File: src/rtl/pfds_pkg.sv
package pfds_pkg;

    // reported width of every counter field
    localparam int CNT_OUT_W   = 24;
    localparam int QUEUE_DEPTH = 4;

    typedef enum logic [1:0] {
        MODE_NORMAL = 2'd0,
        MODE_FILM   = 2'd1,
        MODE_RAW    = 2'd2,
        MODE_SPARE  = 2'd3
    } t_mode;

    typedef enum logic {
        CFG_OUTPUT_MODE     = 1'b0,
        CFG_PROGRESSIVE_SEQ = 1'b1
    } t_cfg_index;

    typedef enum logic [1:0] {
        WR_NONE   = 2'd0,
        WR_TOP    = 2'd1,
        WR_BOTTOM = 2'd2,
        WR_BOTH   = 2'd3
    } t_written;

    typedef enum logic [1:0] {
        VERDICT_DROP  = 2'd0,
        VERDICT_ONCE  = 2'd1,
        VERDICT_TWICE = 2'd2,
        VERDICT_SPARE = 2'd3
    } t_verdict;

    localparam logic signed [3:0] LOCK_LIMIT    = 4'sd3;
    localparam logic signed [3:0] TRIGGER_LIMIT = 4'sd5;

    typedef struct packed {
        logic [1:0] field_flags;
        logic       first_frame;
    } t_in_word;

    typedef struct packed {
        logic [1:0]           field_written;
        logic                 show;
        logic [CNT_OUT_W-1:0] playback_index;
        logic [CNT_OUT_W-1:0] frame_repeat_count;
        logic [CNT_OUT_W-1:0] field_repeat_count;
        logic [CNT_OUT_W-1:0] film_count;
        logic [CNT_OUT_W-1:0] video_count;
        logic                 last;
    } t_out_word;

    // one classified frame, front to back
    typedef struct packed {
        logic                 first;
        logic                 prog;
        logic                 tff;
        logic                 field_rep;
        logic [1:0]           n_stores;   // interlaced: field-pair writes, 0..2
        logic [1:0]           prog_last;  // progressive: index of final frame write
        logic [CNT_OUT_W-1:0] field_rep_cnt;
        logic [CNT_OUT_W-1:0] film_cnt;
        logic [CNT_OUT_W-1:0] video_cnt;
    } t_cmd;

endpackage

File: src/rtl/pfds_front.sv
module pfds_front
    import pfds_pkg::*;
#(
    parameter int COUNT_BITS = 24
) (
    input  logic       i_clk,
    input  logic       i_rst_n,
    input  logic       i_cfg_we,
    input  logic       i_cfg_index,
    input  logic [1:0] i_cfg_data,
    input  logic       i_in_valid,
    input  t_in_word   i_in_word,
    output logic       o_in_stall,
    input  logic       i_q_full,
    output logic       o_q_push,
    output t_cmd       o_q_cmd
);

    logic [1:0]            r_mode;
    logic                  r_prog;
    logic [1:0]            r_prev;
    logic signed [3:0]     r_bal;
    logic                  r_locked;
    logic [COUNT_BITS-1:0] r_film;
    logic [COUNT_BITS-1:0] r_video;
    logic [COUNT_BITS-1:0] r_frep;

    logic signed [3:0]     n_bal;
    logic                  n_locked;
    logic [COUNT_BITS-1:0] n_film;
    logic [COUNT_BITS-1:0] n_video;
    logic [COUNT_BITS-1:0] n_frep;

    logic              first, tff, rep, film_mode, raw_mode, film_match;
    logic [1:0]        flags;
    logic signed [3:0] bal_base, bal_sum, lim;
    logic              locked_base;
    t_verdict          verdict;
    logic              accept;

    assign flags     = i_in_word.field_flags;
    assign first     = i_in_word.first_frame;
    assign tff       = flags[1];
    assign rep       = flags[0];
    assign film_mode = (r_mode == MODE_FILM);
    assign raw_mode  = (r_mode == MODE_RAW);
    assign accept    = i_in_valid && !i_q_full;

    assign o_in_stall = i_q_full;
    assign o_q_push   = accept;

    always_comb begin
        if (r_prog) begin
            film_match = (flags == 2'd3 && r_prev == 2'd1) || (flags == 2'd1 && r_prev == 2'd3);
        end else begin
            film_match = (flags == 2'(r_prev + 2'd1));
        end
    end

    // purity counts and field repeat count, cleared on the first frame
    always_comb begin
        if (first) begin
            n_film  = '0;
            n_video = '0;
            n_frep  = '0;
        end else begin
            n_film  = r_film;
            n_video = r_video;
            n_frep  = r_frep;
            if (film_match) begin
                n_film = (r_film == '1) ? r_film : r_film + 1'b1;
            end else begin
                n_video = (r_video == '1) ? r_video : r_video + 1'b1;
            end
        end
        if (!r_prog && !raw_mode && rep) begin
            n_frep = (n_frep == '1) ? n_frep : n_frep + 1'b1;
        end
    end

    // repeat balance: lock at +-3, then trigger at +-5
    always_comb begin
        bal_base    = first ? 4'sd0 : r_bal;
        locked_base = first ? 1'b0 : r_locked;
        bal_sum     = bal_base + (rep ? 4'sd1 : -4'sd1);
        lim         = locked_base ? TRIGGER_LIMIT : LOCK_LIMIT;
        n_bal       = bal_base;
        n_locked    = locked_base;
        verdict     = VERDICT_DROP;
        if (!r_prog) begin
            priority if (bal_sum == -lim) begin
                n_bal    = 4'sd0;
                n_locked = 1'b1;
                verdict  = VERDICT_DROP;
            end else if (bal_sum == lim) begin
                n_bal    = 4'sd0;
                n_locked = 1'b1;
                verdict  = VERDICT_TWICE;
            end else begin
                n_bal   = bal_sum;
                verdict = VERDICT_ONCE;
            end
        end
    end

    always_comb begin
        o_q_cmd.first         = first;
        o_q_cmd.prog          = r_prog;
        o_q_cmd.tff           = tff;
        o_q_cmd.field_rep     = !film_mode && !raw_mode && rep;
        o_q_cmd.field_rep_cnt = CNT_OUT_W'(n_frep);
        o_q_cmd.film_cnt      = CNT_OUT_W'(n_film);
        o_q_cmd.video_cnt     = CNT_OUT_W'(n_video);
        if (!raw_mode && rep) begin
            o_q_cmd.prog_last = tff ? 2'd2 : 2'd1;
        end else begin
            o_q_cmd.prog_last = 2'd0;
        end
        if (film_mode) begin
            o_q_cmd.n_stores = (verdict != VERDICT_DROP) ? 2'd1 : 2'd0;
        end else begin
            o_q_cmd.n_stores = (verdict == VERDICT_TWICE) ? 2'd2 : 2'd1;
        end
    end

    always_ff @(posedge i_clk) begin
        if (!i_rst_n) begin
            r_mode   <= MODE_NORMAL;
            r_prog   <= 1'b0;
            r_prev   <= 2'd0;
            r_bal    <= 4'sd0;
            r_locked <= 1'b0;
            r_film   <= '0;
            r_video  <= '0;
            r_frep   <= '0;
        end else begin
            if (i_cfg_we) begin
                unique case (t_cfg_index'(i_cfg_index))
                    CFG_OUTPUT_MODE:     r_mode <= i_cfg_data;
                    CFG_PROGRESSIVE_SEQ: r_prog <= i_cfg_data[0];
                    default: ;
                endcase
            end
            if (accept) begin
                r_prev   <= flags;
                r_bal    <= n_bal;
                r_locked <= n_locked;
                r_film   <= n_film;
                r_video  <= n_video;
                r_frep   <= n_frep;
            end
        end
    end

endmodule

File: src/rtl/pfds_queue.sv
module pfds_queue
    import pfds_pkg::*;
(
    input  logic i_clk,
    input  logic i_rst_n,
    input  logic i_push,
    input  t_cmd i_cmd,
    output logic o_full,
    input  logic i_pop,
    output logic o_valid,
    output t_cmd o_cmd
);

    localparam int PTR_W = $clog2(QUEUE_DEPTH);
    localparam int CNT_W = $clog2(QUEUE_DEPTH + 1);

    t_cmd             r_mem [QUEUE_DEPTH];
    logic [PTR_W-1:0] r_wr;
    logic [PTR_W-1:0] r_rd;
    logic [CNT_W-1:0] r_cnt;

    assign o_full  = (r_cnt == CNT_W'(QUEUE_DEPTH));
    assign o_valid = (r_cnt != '0);
    assign o_cmd   = r_mem[r_rd];

    always_ff @(posedge i_clk) begin
        if (i_push) begin
            r_mem[r_wr] <= i_cmd;
        end
    end

    always_ff @(posedge i_clk) begin
        if (!i_rst_n) begin
            r_wr  <= '0;
            r_rd  <= '0;
            r_cnt <= '0;
        end else begin
            if (i_push) begin
                r_wr <= (r_wr == PTR_W'(QUEUE_DEPTH - 1)) ? '0 : r_wr + 1'b1;
            end
            if (i_pop) begin
                r_rd <= (r_rd == PTR_W'(QUEUE_DEPTH - 1)) ? '0 : r_rd + 1'b1;
            end
            if (i_push && !i_pop) begin
                r_cnt <= r_cnt + 1'b1;
            end else if (!i_push && i_pop) begin
                r_cnt <= r_cnt - 1'b1;
            end
        end
    end

endmodule

File: src/rtl/pfds_back.sv
module pfds_back
    import pfds_pkg::*;
#(
    parameter int COUNT_BITS = 24
) (
    input  logic      i_clk,
    input  logic      i_rst_n,
    input  logic      i_cmd_valid,
    input  t_cmd      i_cmd,
    output logic      o_cmd_pop,
    output logic      o_out_valid,
    input  logic      i_out_stall,
    output t_out_word o_out_word
);

    logic                  r_top;
    logic                  r_bot;
    logic [COUNT_BITS-1:0] r_shown;
    logic [COUNT_BITS-1:0] r_frame_rep;
    logic                  r_store;     // which field-pair write of the frame
    logic [1:0]            r_step;      // word within the store or progressive run
    logic                  r_first_top;
    logic                  r_out_valid;
    t_out_word             r_out;

    logic                  first_ev, clr;
    logic                  eff_top, eff_bot, top_set, bot_set, sh;
    logic [COUNT_BITS-1:0] eff_shown, eff_frame_rep;
    t_written              wr;
    logic                  store_last, is_last, zero_ev, can_emit, fire, pop;

    assign first_ev      = !r_store && (r_step == 2'd0);
    assign clr           = first_ev && i_cmd.first;
    assign eff_top       = clr ? 1'b0 : r_top;
    assign eff_bot       = clr ? 1'b0 : r_bot;
    assign eff_shown     = clr ? '0 : r_shown;
    assign eff_frame_rep = clr ? '0 : r_frame_rep;

    always_comb begin
        if (i_cmd.prog) begin
            wr = WR_BOTH;
        end else begin
            unique case (r_step)
                2'd0:    wr = eff_bot ? WR_TOP : WR_BOTTOM;
                2'd1:    wr = r_first_top ? WR_BOTTOM : WR_TOP;
                default: wr = i_cmd.tff ? WR_TOP : WR_BOTTOM;
            endcase
        end
    end

    assign top_set    = eff_top | wr[0];
    assign bot_set    = eff_bot | wr[1];
    assign sh         = top_set && bot_set;
    assign store_last = i_cmd.field_rep ? (r_step == 2'd2) : (r_step == 2'd1);
    assign is_last    = i_cmd.prog ? (r_step == i_cmd.prog_last)
                                   : (store_last && (2'({1'b0, r_store}) + 2'd1 == i_cmd.n_stores));
    assign zero_ev    = !i_cmd.prog && (i_cmd.n_stores == 2'd0);
    assign can_emit   = !r_out_valid || !i_out_stall;
    assign fire       = i_cmd_valid && !zero_ev && can_emit;
    assign pop        = i_cmd_valid && (zero_ev || (fire && is_last));

    assign o_cmd_pop   = pop;
    assign o_out_valid = r_out_valid;
    assign o_out_word  = r_out;

    always_ff @(posedge i_clk) begin
        if (fire) begin
            r_out.field_written      <= wr;
            r_out.show               <= sh;
            r_out.playback_index     <= CNT_OUT_W'(eff_shown);
            r_out.frame_repeat_count <= CNT_OUT_W'(eff_frame_rep);
            r_out.field_repeat_count <= i_cmd.field_rep_cnt;
            r_out.film_count         <= i_cmd.film_cnt;
            r_out.video_count        <= i_cmd.video_cnt;
            r_out.last               <= is_last;
        end
    end

    always_ff @(posedge i_clk) begin
        if (!i_rst_n) begin
            r_top       <= 1'b0;
            r_bot       <= 1'b0;
            r_shown     <= '0;
            r_frame_rep <= '0;
            r_store     <= 1'b0;
            r_step      <= 2'd0;
            r_first_top <= 1'b0;
            r_out_valid <= 1'b0;
        end else begin
            if (fire) begin
                r_out_valid <= 1'b1;
            end else if (!i_out_stall) begin
                r_out_valid <= 1'b0;
            end

            if (fire) begin
                if (sh) begin
                    r_top   <= 1'b0;
                    r_bot   <= 1'b0;
                    r_shown <= (eff_shown == '1) ? eff_shown : eff_shown + 1'b1;
                end else begin
                    r_top   <= top_set;
                    r_bot   <= bot_set;
                    r_shown <= eff_shown;
                end
                // progressive repeat count rises after each repeated frame write
                if (i_cmd.prog && r_step != 2'd0) begin
                    r_frame_rep <= (eff_frame_rep == '1) ? eff_frame_rep
                                                         : eff_frame_rep + 1'b1;
                end else begin
                    r_frame_rep <= eff_frame_rep;
                end
                if (r_step == 2'd0) begin
                    r_first_top <= (wr == WR_TOP);
                end
                priority if (is_last) begin
                    r_step  <= 2'd0;
                    r_store <= 1'b0;
                end else if (!i_cmd.prog && store_last) begin
                    r_step  <= 2'd0;
                    r_store <= 1'b1;
                end else begin
                    r_step <= r_step + 2'd1;
                end
            end else if (pop && i_cmd.first) begin
                // dropped frame still restarts the display state
                r_top       <= 1'b0;
                r_bot       <= 1'b0;
                r_shown     <= '0;
                r_frame_rep <= '0;
            end
        end
    end

endmodule

File: src/rtl/pulldown_field_display_sequencer_unit.sv
// Pulldown field display sequencer. Each input word is one decoded frame (field flags and a
// first-frame mark); the block runs the film/video cadence detector and emits 0 to 6 field
// write / show words per frame, the final one marked last. The front classifies one frame per
// cycle into a 4-entry queue while the queue is not full; the back issues one output word per
// cycle from the queue head while the output is not stalled. Configuration (output mode,
// progressive sequence) is written through a plain write port; the user must write it only
// while the block is idle, which the block itself does not enforce. Counters saturate at
// 2^COUNT_BITS-1 and are reported in 24 bits.
module pulldown_field_display_sequencer_unit
    import pfds_pkg::*;
#(
    parameter int COUNT_BITS = 24
) (
    input  logic       i_clk,
    input  logic       i_rst_n,
    input  logic       i_cfg_we,
    input  logic       i_cfg_index,
    input  logic [1:0] i_cfg_data,
    input  logic       i_in_valid,
    output logic       o_in_stall,
    input  t_in_word   i_in_word,
    output logic       o_out_valid,
    input  logic       i_out_stall,
    output t_out_word  o_out_word
);

    logic q_full, q_push, q_pop, q_valid;
    t_cmd q_in, q_head;

    pfds_front #(
        .COUNT_BITS(COUNT_BITS)
    ) u_front (
        .i_clk      (i_clk),
        .i_rst_n    (i_rst_n),
        .i_cfg_we   (i_cfg_we),
        .i_cfg_index(i_cfg_index),
        .i_cfg_data (i_cfg_data),
        .i_in_valid (i_in_valid),
        .i_in_word  (i_in_word),
        .o_in_stall (o_in_stall),
        .i_q_full   (q_full),
        .o_q_push   (q_push),
        .o_q_cmd    (q_in)
    );

    pfds_queue u_queue (
        .i_clk  (i_clk),
        .i_rst_n(i_rst_n),
        .i_push (q_push),
        .i_cmd  (q_in),
        .o_full (q_full),
        .i_pop  (q_pop),
        .o_valid(q_valid),
        .o_cmd  (q_head)
    );

    pfds_back #(
        .COUNT_BITS(COUNT_BITS)
    ) u_back (
        .i_clk      (i_clk),
        .i_rst_n    (i_rst_n),
        .i_cmd_valid(q_valid),
        .i_cmd      (q_head),
        .o_cmd_pop  (q_pop),
        .o_out_valid(o_out_valid),
        .i_out_stall(i_out_stall),
        .o_out_word (o_out_word)
    );

endmodule
File: config.mk
export PLATFORM = sky130hd
export DESIGN_NAME = pulldown_field_display_sequencer_unit
export DESIGN_NICKNAME = d
export VERILOG_FILES = /design/src/rtl/pfds_pkg.sv /design/src/rtl/pfds_front.sv /design/src/rtl/pfds_queue.sv /design/src/rtl/pfds_back.sv /design/src/rtl/pulldown_field_display_sequencer_unit.sv
export SDC_FILE = /design/constraint.sdc
export NUM_CORES = 1
export LEC_CHECK = 0
export ABC_AREA = 0
export ABC_CLOCK_PERIOD_IN_PS = 4000
export BUFFER_PORTS_ARGS = -buffer_cell sky130_fd_sc_hd__buf_4
export CAP_MARGIN = 5
export CORE_MARGIN = 2
export CORE_UTILIZATION = 55
export CTS_BUF_LIST = sky130_fd_sc_hd__clkbuf_4 sky130_fd_sc_hd__clkbuf_8
export DETAILED_ROUTE_END_ITERATION = 16
export HOLD_SLACK_MARGIN = 0.12
export PLACE_DENSITY = 0.76
export SLEW_MARGIN = 0
export SYNTH_ARGS = -nofsm -noshare
export SYNTH_HDL_FRONTEND = slang
export SYNTH_SLANG_ARGS = --single-unit
File: constraint.sdc
create_clock -name i_clk -period 4 [get_ports i_clk]
set_input_delay 0 -clock i_clk [delete_from_list [all_inputs] [get_ports i_clk]]
set_output_delay 0 -clock i_clk [all_outputs]
set_load 0.01 [all_outputs]
* Word level (Yosys, flattened, before mapping)
Memory sizes are Yosys's and may differ from the RTL's. A register that Yosys moved wholly into a read port is not among the register bits.
Index checks and enable logic that the tools add are counted.
Widths: inputs -> output; s select.
** Storage, ports and cells
- Bits in registers :: 268
- RAM bits :: 320
- Bits of input ports :: 11
- Output and inout bits :: 126
- Logic and storage cells :: 182
- Memories :: 1
** Cells by class
- $add $sub $neg :: 14
- Eq/ne operators :: 24
- Muxes and demuxes :: 65
- Bitwise gates (word level) :: 3
- Reductions and logical operators :: 48
** Memories
- u_queue.r_mem :: words 4, width 80, rd ports 1, clocked after memory_dff 1, write ports 1, RTL line pfds_queue.sv:17 : t_cmd r_mem [QUEUE_DEPTH];
** Operator list (count)
- $mux 24 :: 18
- $add 24x1->24 const B :: 5
- $eq 24x24->1 const B :: 5
- $mux 2 :: 17
- $logic_and 1x1->1 :: 22
- $mux 1 :: 21
- $mux 4 :: 5
- $eq 2x2->1 const B :: 7
- $logic_not 1->1 :: 11
- $eq 2x1->1 const B :: 5
- $reduce_bool 2->1 :: 5
- $mux 3 :: 3
- $add 2x1->2 const B :: 4
- $eq 4x4->1 :: 2
- $reduce_and 2->1 :: 4
- $eq 2x2->1 :: 3
- $add 4x4->4 :: 1
- $logic_not 2->1 :: 2
- $neg 4->4 :: 1
- $pmux 2 s2 :: 1
- $add 3x1->3 const B :: 1
- $eq 3x3->1 const B :: 1
- $logic_or 1x1->1 :: 3
- $reduce_bool 3->1 :: 1
- other kinds (5) :: 6

* Depth between registers and ports, before layout
- Word-level depth :: 11
- Gate-level depth with buffers :: 15
- Mapped depth without buffers :: 12

* Cells and area by module
A second synthesis with hierarchy kept.
** Second synthesis, totals
- Cells, all modules :: 1925
- Area, all modules :: 25582.0 um^2
** Modules (own cells, without submodules)
- pfds_queue :: times used 1, cells an instance 462, area each 12085.3 um^2, seq. area each 9789.4 um^2
- pfds_back :: times used 1, cells an instance 631, area each 7429.6 um^2, seq. area each 4824.6 um^2
- pfds_front :: times used 1, cells an instance 832, area each 6067.1 um^2, seq. area each 1641.6 um^2

* Worst setup path before layout
No wires, ideal clock.
- Path kind :: register -> register
- From :: register u_queue.r_cnt[0]
- To :: memory u_queue.r_mem[1][0] (netlist bit), enable pin
- Setup time :: 0.447 ns
- Arrival :: 3.340 ns
- Data required time :: 3.553 ns
- Path slack :: 0.212 ns
- Stages on the path, launching flop included :: 8
- Buffers on the path :: 3
- Period minus slack after synthesis :: 3.788 ns
- Cell sequence :: dfxtp_1 -> nor3b_1 -> nand2b_1 -> clkbuf_1 -> inv_1 -> clkbuf_1 -> clkbuf_1 -> and2_1
** On the way
- Word-level cells in the longest chain between the ends :: 5
** Ends and longest elaborated chain
- start: declaration :: RTL line pfds_queue.sv:20 : logic [CNT_W-1:0] r_cnt;
- start signal: assignment :: RTL line pfds_queue.sv:45 : r_cnt <= r_cnt + 1'b1;
- start signal: assignment :: RTL line pfds_queue.sv:47 : r_cnt <= r_cnt - 1'b1;
- $eq 3x3->1 :: RTL line pfds_queue.sv:22 : assign o_full = (r_cnt == CNT_W'(QUEUE_DEPTH));
- via o_in_stall :: RTL line pulldown_field_display_sequencer_unit.sv:20 : output logic o_in_stall,
- $logic_not 1->1 :: RTL line pfds_front.sv:47 : assign accept = i_in_valid && !i_q_full;
- $logic_and 1x1->1 :: RTL line pfds_front.sv:47
- via q_push :: RTL line pulldown_field_display_sequencer_unit.sv:27 : logic q_full, q_push, q_pop, q_valid;
- $mux 1 :: RTL line pfds_queue.sv:27 : if (i_push) begin
- $mux 1 (not written as such) :: RTL line pfds_queue.sv:28 : r_mem[r_wr] <= i_cmd;
- end: declaration :: RTL line pfds_queue.sv:17
The timed path passes the listed nets, and every way through them passes these cells.

* Worst setup path after layout
- From :: register u_back.r_step[0]
- To :: register u_back.r_shown[23]
** On the way
- Elaborated cells on any way between the ends :: 28
- Classes of those cells :: add/sub (1); eq/ne (4); mux (11); bitwise (2); reduce/logical (10)
** RTL lines
- start: declaration :: RTL line pfds_back.sv:21 : logic [1:0] r_step;
- start signal: assignment :: RTL line pfds_back.sv:123 : r_step <= r_step + 2'd1;
- $logic_not 2->1 (*) :: RTL line pfds_back.sv:32 : assign first_ev = !r_store && (r_step == 2'd0);
- $logic_and 1x1->1 (*) :: RTL line pfds_back.sv:32
- $logic_and 1x1->1 (*) :: RTL line pfds_back.sv:33 : assign clr = first_ev && i_cmd.first;
- $mux 24 (*) :: RTL line pfds_back.sv:36 : assign eff_shown = clr ? '0 : r_shown;
- via u_back.eff_shown[0] :: RTL line pfds_back.sv:28 : logic [COUNT_BITS-1:0] eff_shown, eff_frame_rep;
- $add 24x1->24 / $eq 24x24->1 (equally long branches) :: RTL line pfds_back.sv:100 : r_shown <= (eff_shown == '1) ? eff_shown : eff_shown + 1'b1;
- $mux 24 (*) :: RTL line pfds_back.sv:100
- $mux 24 (*) :: RTL line pfds_back.sv:97 : if (sh) begin
- $mux 24 (*) :: RTL line pfds_back.sv:96 : if (fire) begin
- end signal: assignment :: RTL line pfds_back.sv:100
- end signal: assignment :: RTL line pfds_back.sv:104 : r_shown <= eff_shown;
- end: declaration :: RTL line pfds_back.sv:18 : logic [COUNT_BITS-1:0] r_shown;
The timed path passes the listed nets; every way through them passes the cells marked *.
A chain may end at the register's enable or synchronous reset.

==> results.toml <==
[status]
status = "completed"

[timing]
fmax_mhz = 279.0
setup_tns_ns = 0
maxSlewHeadroom_pct = 33.87
setup_viol = 0
hold_slack_ns = 0.1872
rsz0062_at_grt = "no"
drv_slew = 0
tightest_slew_ns = 0.9920
period_needed_ns = 3.585
hold_violations = 0
period_share_pct = 89.61
clock_skew_ns = 0.01900

[yosys]
yosys_register_bits = 590
syn_inst = 1930
synth_fa_ha_area_share_pct = 1.142
synth_xor_area_share_pct = 2.604
netlist_area_sq_um = 25420
yosysTopAreaCell = "edfxtp_1"
synthMuxAreaShare_pct = 7.655
synthFlopType = "edfxtp_1"
yosysSeqAreaShare_pct = 63.96
synth_top_cell_area_share_pct = 52.46
synth_edf_count = 444
syn-num-nets = 1963
ys_async_sr_fraction_pct = 0
synthSimpleGateAreaFrac_pct = 13.51
avgSynthCellArea_sq_um = 13.17
yosys_warnings = 0
synthTopCellsByArea = "edfxtp_1, dfxtp_1, mux4_2, nand2_1, nor2_1"
synth.distinct_cells = 87
synth_top_family_by_area = "simple AND/OR/NAND/NOR gates"
synth_compound_area_share_pct = 8.694

[final_layout]
drive_gt1_share_pct = 21.35
utilization_pct = 64.90
final_nets = 2149
multi_input_area_sq_um = 8572
final_cell_mix = "edfxtp_1, buf_4, dfxtp_1"
fin_cells = 2793
area_growth_pct = 16.13
n_fill_cell = 3290
final_common_cell = "edfxtp_1"
seq_area_sq_um = 16260

[floorplan]
ios = 137
core_sq_um = 45480
die-area_sq_um = 47950
die_w_microns = 219.0
die_h_microns = 219.0
rows = 78
start_util_pct = 55.89

[drt]
drt-initial-drc-count = 1595
vias = 16900
drc = 0
dr.pass1.iters = 6
ant_nets = 0
wl_per_cell_microns = 20.09
finalWirelength_microns = 56120
vias_per_cell = 6.052

[min_path]
whs_path_depth = 4
hold_start = "i_out_stall"
worstHoldEndpoint = "u_back.o_out_valid$_SDFFE_PN0P_"
worstHoldPathType = "in2reg"

[setup_path]
max_stage_delay_ns = 0.42
critical_path.max_fanout = 11
critPathRequiredTime_ns = 4.51
crit_slowest_cell = "nand4_1"
r2r_end = "u_back.r_shown[23]$_SDFFE_PN0P_"
critPathLaunchType = "flop"
critPathKind = "reg2reg"
end_kind = "flop"
path_common_cell = "nand4_1"
cp.arrival_ns = 4.10
rrSetupSlack_ns = 0.42
r2r-start = "u_back.r_step[0]$_SDFFE_PN0P_"
reg2reg_depth = 14
worstPathCellList = "inv_1 -> ha_1 -> nor2b_1 -> buf_4 -> nand2_1 -> and2_1 -> ha_1 -> nand4_1 -> nor3_1 -> nand4_1 -> buf_4 -> nand4_1 -> mux2i_1 -> o32ai_1"

[clocking]
root_buffer = "clkbuf_8"
cts_sinks = 590
insertion_delay_ns = 0.67
clk_pin_slew_worst_paths_ns = 0.06
cts_setup_buffers = 0
clk_path_buf_depth = 3
cts_tree = "done"
htree_levels = 3
numCtsBuffers = 94

[place]
dp.cells = 2602
port_buffers = 136
dp_hpwl_microns = 34690
routabilityCongestion = 0.8680

[global_routing]
grt_pass1_vias = 16470
grt_max_degree = 130
track_usage_pct = 23.78
grt_overflow = 0
antenna_found_initial = 2
grt_pass1_wl_microns = 89460

[job]
cap_violations = 0

[power]
p_leak_nw = 10.21
pwr_density_cell_nw_per_um2 = 642.3
vdd_ir_drop_max_v = 0.0005747
==> cell families after synthesis <==
kind of cell,count (synthesis)
AOI/OAI and AO/OA,341
xor gates and xnor gates,74
adders and majority gates,22
buffers and inverters,159
DFF,590
muxes,94
and+or+nand+nor,650
==> metal layers <==
layer	global-route usage (%)	share of wire, %	vias up
met4	8.041	2.3	0
met3	4.019	7.0	109
met5	0	0	-
li1	-	-	7773
met2	37.55	47	606
met1	33.75	44	8415
==> per-stage QoR <==
stage	power (W)	area [sq um]	setup WS, ns
after detailed placement	0.01331	27180	0.4395
after global placement	0.01318	27180	0.6184
after floorplan	0.01124	25420	0.2125
after CTS	0.01912	29510	0.3954
after global routing	0.01983	29510	0.1467
final	0.01896	29520	0.4154
==> how the worst max path moves through the flow <==
stage                     depth (start not counted)                     startpoint  slack, ns                                   to
after floorplan                                   7  u_queue.r_cnt[0]$_SDFFE_PN0P_       0.21        u_queue.r_mem[1][0]$_DFFE_PP_
after global placement                           14  u_back.r_step[0]$_SDFFE_PN0P_       0.62  u_back.r_frame_rep[10]$_SDFFE_PN0P_
after detailed placement                         15  u_back.r_step[0]$_SDFFE_PN0P_       0.44   u_back.r_frame_rep[7]$_SDFFE_PN0P_
after CTS                                        15  u_back.r_step[0]$_SDFFE_PN0P_       0.40   u_back.r_frame_rep[3]$_SDFFE_PN0P_
after global routing                             15  u_back.r_step[0]$_SDFFE_PN0P_       0.15   u_back.r_frame_rep[3]$_SDFFE_PN0P_
final                                            14  u_back.r_step[0]$_SDFFE_PN0P_       0.42      u_back.r_shown[23]$_SDFFE_PN0P_
==> cell type report <==
class / instances / area share (%)
clock inverter: 32 / 1.496
inverter: 51 / 0.6655
multi-input combinational: 1181 / 29.04
clock buffer: 140 / 5.786
timing repair buffer: 198 / 5.358
tap: 600 / 2.543
antenna: 1 / 0.008478
sequential: 590 / 55.10
==> power by group <==
part	switching, W	internal [W]
Combinational	0.00287	0.00197
Sequential	0.000390	0.00795
Clock	0.00233	0.00345
Total	0.00559	0.0134
==> state kept, by name, indices dropped and copies added (netlist names), 3 cells and up, named ones only <==
signal              cells
u_back.r_shown         24
u_queue.r_cnt           3
u_back.r_frame_rep     24
u_front.r_video        24
u_front.r_frep         24
u_back.o_out_word     124
u_front.r_film         24
u_front.r_bal           4
u_queue.r_mem         320
==> synth_stat cells (all sizes together), types with 14 or more instances <==
| library cell | instances |
|---|---|
| nor3 | 36 |
| xor2 | 39 |
| a21o | 14 |
| clkbuf | 77 |
| and3 | 16 |
| o21ai | 93 |
| a31oi | 30 |
| mux4 | 80 |
| ha | 20 |
| buf | 31 |
| xnor2 | 34 |
| edfxtp | 444 |
| or3 | 43 |
| nand4 | 53 |
| inv | 50 |
| nor2b | 18 |
| and4 | 15 |
| nand3 | 68 |
| dfxtp | 146 |
| nor2 | 127 |
| a21oi | 93 |
| and2 | 63 |
| nand2 | 142 |
==> critical path: cells and delay by family, from the launching register on <==
kind            cells  cell delay [ns]
flops               1             0.40
compound gates      1             0.10
fa+ha+maj           2             0.59
mux                 1             0.20
buf+inv             3             0.61
simple gates        7             1.53
==> timing repair <==
item | 4_1_cts | 5_1_grt
endpoints found under the setup margin | 0 | 3
hold endpoints to repair | 118 | 0
resized for setup | 0 | 1
hold buffers | 18 | 0
Power figures use the tool's default switching activity.
